==> src/sv/skt_ram.sv <==
// Generic single-port-write, single-port-read RAM with registered read data.
// No dependencies.
`default_nettype none
module skt_ram #(
  parameter int unsigned DEPTH = 64,
  parameter int unsigned WIDTH = 64
) (
  input  wire logic                     clk_i,
  input  wire logic                     we_i,
  input  wire logic [$clog2(DEPTH)-1:0] waddr_i,
  input  wire logic [WIDTH-1:0]         wdata_i,
  input  wire logic                     re_i,
  input  wire logic [$clog2(DEPTH)-1:0] raddr_i,
  output logic      [WIDTH-1:0]         rdata_o
);

  logic [WIDTH-1:0] mem [DEPTH];

  // Write port.
  always_ff @(posedge clk_i) begin
    if (we_i) begin
      mem[waddr_i] <= wdata_i;
    end
  end

  // Read port, with registered read data.
  always_ff @(posedge clk_i) begin
    if (re_i) begin
      rdata_o <= mem[raddr_i];
    end
  end

endmodule
`default_nettype wire

==> config.mk <==
export PLATFORM = sky130hd
export DESIGN_NAME = skt_ram
export DESIGN_NICKNAME = d
export VERILOG_FILES = /design/src/sv/skt_ram.sv
export SDC_FILE = /design/constraint.sdc
export NUM_CORES = 2
export LEC_CHECK = 0
export BUFFER_PORTS_ARGS = -buffer_cell sky130_fd_sc_hd__buf_4
export CAP_MARGIN = 20
export CELL_PAD_IN_SITES_DETAIL_PLACEMENT = 2
export CELL_PAD_IN_SITES_GLOBAL_PLACEMENT = 2
export CORE_UTILIZATION = 55
export DETAILED_ROUTE_END_ITERATION = 6
export GPL_TIMING_DRIVEN = 0
export PLACE_DENSITY = 0.94
export SYNTH_ARGS = -nofsm -noshare
export SYNTH_HDL_FRONTEND = slang
export SYNTH_SLANG_ARGS = --single-unit
==> constraint.sdc <==
create_clock -name clk_i -period 14.5 [get_ports clk_i]
set_clock_uncertainty 0.05 [all_clocks]
set_input_delay 0.725 -clock clk_i [delete_from_list [all_inputs] [get_ports clk_i]]
set_output_delay 0.725 -clock clk_i [all_outputs]
set_load 0.05 [all_outputs]
==> results of run 1 <==
==> through the flow <==
stage / instances / hold slack, ps / worst slack [ps] / cell area (um^2)
after floorplan: 6598 / 774 / 8290 / 157000
after global placement: 10500 / 931 / 2350 / 163000
==> cells in the mapped netlist <==
cell       instances
a211oi_1          63
a22o_1            88
a22oi_1          168
a2bb2oi_1         19
a31o_1             1
a31oi_1           18
a41oi_1           26
and2_1             3
and3_1            64
buf_1             20
buf_2            170
buf_4             34
buf_6              6
clkbuf_1         140
edfxtp_1        4160
inv_1             19
mux2i_1          135
mux4_2          1024
nand2_1           58
nand2b_1          11
nand3_1           45
nand3b_1           2
nand4_1            2
nand4b_1           1
nor2_1           112
nor2b_1           28
nor3_1             2
o221ai_1          38
o22ai_1           83
or2_2             28
or3_1             29
or3b_2             1
==> logic make-up after synthesis <==
group / synth area share, %
buf+inv: 1.18
compound gates: 2.47
flops: 79.6
mux: 15.6
simple gates: 1.23
==> results.json, run 1 <==
{
  "stop_error": "[ERROR DPL-0033] detailed placement checks failed during check placement.",
  "die_x_um": 536,
  "io_buffers": 134,
  "start_util_pct": 55.5,
  "fp-row-count": 195,
  "die_y_um": 536,
  "lastStage": "3_5_place_dp",
  "ys_seq_area_share_pct": 79.6,
  "status": "aborted with a tool error",
  "synth.largest_area_cell": "edfxtp_1",
  "synthCells": 6598,
  "synth_cell_types": 32,
  "synth.avg_cell_area_um2": 23.8,
  "synth_top_area_share_pct": 79.6,
  "synth_area_um2": 157000,
  "place_congestion": 0.858,
  "yosys_warnings": 0,
  "io_pins": 143,
  "synth_area_leaders": "edfxtp_1 80%, mux4_2 15%, mux2i_1 0.86%, a22oi_1 0.80%, buf_2 0.54%",
  "dp_hpwl_um": 501000,
  "ys_seq_elements": 4160,
  "syn_nets": 6677
}
==> inputs of run 2 (changes only) <==
==> config.mk (replaced) <==
export PLATFORM = sky130hd
export DESIGN_NAME = skt_ram
export DESIGN_NICKNAME = d
export VERILOG_FILES = /design/src/sv/skt_ram.sv
export SDC_FILE = /design/constraint.sdc
export NUM_CORES = 2
export LEC_CHECK = 0
export BUFFER_PORTS_ARGS = -buffer_cell sky130_fd_sc_hd__buf_4
export CAP_MARGIN = 20
export CORE_UTILIZATION = 40
export DETAILED_ROUTE_END_ITERATION = 6
export GPL_TIMING_DRIVEN = 0
export PLACE_DENSITY_LB_ADDON = 0.15
export SYNTH_ARGS = -nofsm -noshare
export SYNTH_HDL_FRONTEND = slang
export SYNTH_SLANG_ARGS = --single-unit
==> run 2 against run 1 <==
Against the previous run: the flow now finishes, with violations (max-capacitance violations, max-slew violations); synthesized cell count unchanged; synthesized area unchanged.
==> results.json, run 2 <==
{
  "clk_path_buf_depth": 4,
  "synth_fa_ha_area_share_pct": 0,
  "fp-row-count": 229,
  "hold_path_class": "input port to flip-flop",
  "crit_top_cell": "buf_2",
  "largest-register": "mem",
  "ys_seq_area_share_pct": 79.6,
  "post-route-drc-count": 0,
  "violations": "max-capacitance violations, max-slew violations",
  "required_ps": 15080,
  "drt_iter0_markers": 9218,
  "post-route-util_pct": 47.0,
  "max-slew-margin-rel_pct": -0.126,
  "dp_hpwl_um": 310000,
  "clk_pin_slew_ps": 60,
  "final_common_cell": "edfxtp_1",
  "syn_nets": 6677,
  "grt_pass1_wl_um": 638000,
  "vias": 76100,
  "clk_latency_ps": 980,
  "cts_root_buf": "clkbuf_16",
  "start_util_pct": 40.3,
  "slew_violations": 7,
  "post-place-ws_ps": 9040,
  "synthFlopType": "edfxtp_1",
  "top_regs": "mem (4096), rdata_o (64)",
  "vias_per_cell": 5.86,
  "layout-drive-gt1-share_pct": 29.5,
  "hold_slack_ps": 232,
  "synth_top_family_by_area": "multiplexers",
  "setup_ws_ps": 9960,
  "cts_inserted_buffers": 435,
  "synth-compound-area-share_pct": 2.47,
  "grt_usage_pct": 23.2,
  "max_stage_delay_ps": 830,
  "final_hold_viol_count": 0,
  "nets": 7495,
  "postCtsHoldBufs": 0,
  "core_um2": 390000,
  "max_freq_mhz": 220,
  "crit_type": "input port to flip-flop",
  "synth-edff-count": 4160,
  "die_y_um": 628,
  "synth_area_leaders": "edfxtp_1 80%, mux4_2 15%, mux2i_1 0.86%, a22oi_1 0.80%, buf_2 0.54%",
  "io_pins": 143,
  "synth_commonest_cells": "4160 x edfxtp_1, 1024 x mux4_2, 170 x buf_2",
  "path_cells": "buf_2 -> buf_4 -> buf_2 -> buf_2 -> buf_4 -> mux2i_1 -> o22ai_1 -> a31oi_1 -> a211oi_1",
  "crit_slowest_cell": "a211oi_1",
  "async_reset_ff_share_pct": 0,
  "placed_cells": 12200,
  "cts_num_sinks": 4160,
  "cp-end-kind": "flip-flop",
  "worstMarginPinSlew_ps": 1500,
  "timing.setup.tns_ps": 0,
  "synth_area_um2": 157000,
  "power.density_nw_per_um2": 139,
  "syn2layout_area_growth_pct": 16.7,
  "synth_top_area_share_pct": 79.6,
  "first_global_vias": 78100,
  "h-tree-depth": 5,
  "yosys_warnings": 0,
  "synth_simple_gate_area_share_pct": 1.23,
  "grt_max_degree": 65,
  "io_buffers": 134,
  "cap_violations": 1,
  "rsz0062_at_grt": "no",
  "cp-start-kind": "input port",
  "fp.dieArea_um2": 395000,
  "place_congestion": 0.804,
  "finalCritPeriodShare_pct": 31.3,
  "drt_pass1_iterations": 6,
  "synth.mux.area_fraction_pct": 15.6,
  "r2r_cells": 6,
  "synth.avg_cell_area_um2": 23.8,
  "status": "finished with violations",
  "vdd.ir_drop.worst_mv": 0.0929,
  "leakagePower_nw": 56.9,
  "whs_path_depth": 1,
  "wl_um": 462000,
  "cts_tree": "yes",
  "die_x_um": 628,
  "cp.arrival_ps": 5120,
  "setup_viol": 0,
  "post_drt_wl_per_cell_um": 35.6,
  "cts_resized": 0,
  "synth.largest_area_cell": "edfxtp_1",
  "antenna_found_initial": 40,
  "postRouteAntennaNets": 0,
  "synth_cell_types": 32,
  "grt_overflow_total": 0,
  "synthCells": 6598,
  "synth-xor-area-share_pct": 0,
  "cts_setup_buffers": 0,
  "ys_seq_elements": 4160,
  "yosysMostFrequentCell": "edfxtp_1",
  "largest_reg_flops": 4096,
  "fin_crit_ps": 4540,
  "crit_path_max_fanout": 10,
  "fin_cells": 13000,
  "mostFrequentLayoutCells": "4160 x edfxtp_1, 1024 x mux4_2, 439 x clkbuf_16"
}
run 2: kinds of logic (layout without fill, tap and decap cells):
| family | after synthesis | in the layout |
|---|---|---|
| flops | 4160 | 4160 |
| mux | 1159 | 1159 |
| compound gates | 504 | 504 |
| buf+inv | 389 | 1558 |
| simple gates | 386 | 386 |
| other cells | 0 | 20 |
run 2: area by class of cell:
| cell class | instances | area [um^2] |
|---|---|---|
| clock buffer | 524 | 11300 |
| tap | 5197 | 6500 |
| sequential | 4160 | 125000 |
| antenna | 20 | 50.0 |
| timing repair buffer | 381 | 5610 |
| inverter | 19 | 71.3 |
| buffer | 370 | 1780 |
| clock inverter | 264 | 2230 |
| multi-input combinational | 2049 | 30700 |
| fill | 31800 | 207000 |
run 2: final timing paths:
path	startpoint	end	slack, ps
worst max-delay path	raddr_i[2]	rdata_o[6]	9960
worst min-delay path	wdata_i[8]	mem[52][8]	230
worst max register to register	mem[54][52]	rdata_o[52]	11450
worst min register to register	mem[63][42]	rdata_o[42]	920
run 2: power by group:
part	switching [mW]	internal (mW)	total, mW
clock	4.64	6.10	10.7
combinational	0.960	0.452	1.41
sequential	0.0257	13.3	13.4
total	5.63	19.9	25.5
run 2: metrics by stage:
stage / total power [mW] / cell area, um^2
finish: 25.5 / 183000
global route: 26.2 / 183000
CTS: 25.7 / 183000
detailed placement: 15.0 / 170000
global placement: 15.0 / 164000
floorplan: 14.3 / 157000
run 2: routing by layer:
metal  vias to the layer above  part of all wire, %  GRT usage, %  wire [um]
li1                      30300                    -             -          -
met1                     42200                   42          32.9     192000
met2                      3044                   49          38.3     226000
met3                       566                  6.8          3.08      31400
met4                         2                  2.8          5.81      12700
met5                         -               0.0026             0         12
run 2: critical path: cells and delay by family:
kind,cells,cell delay (ps)
AOI/OAI and AO/OA,3,1880
muxes,1,160
buffers and inverters,5,2260
(Power assumes the default switching activity.)
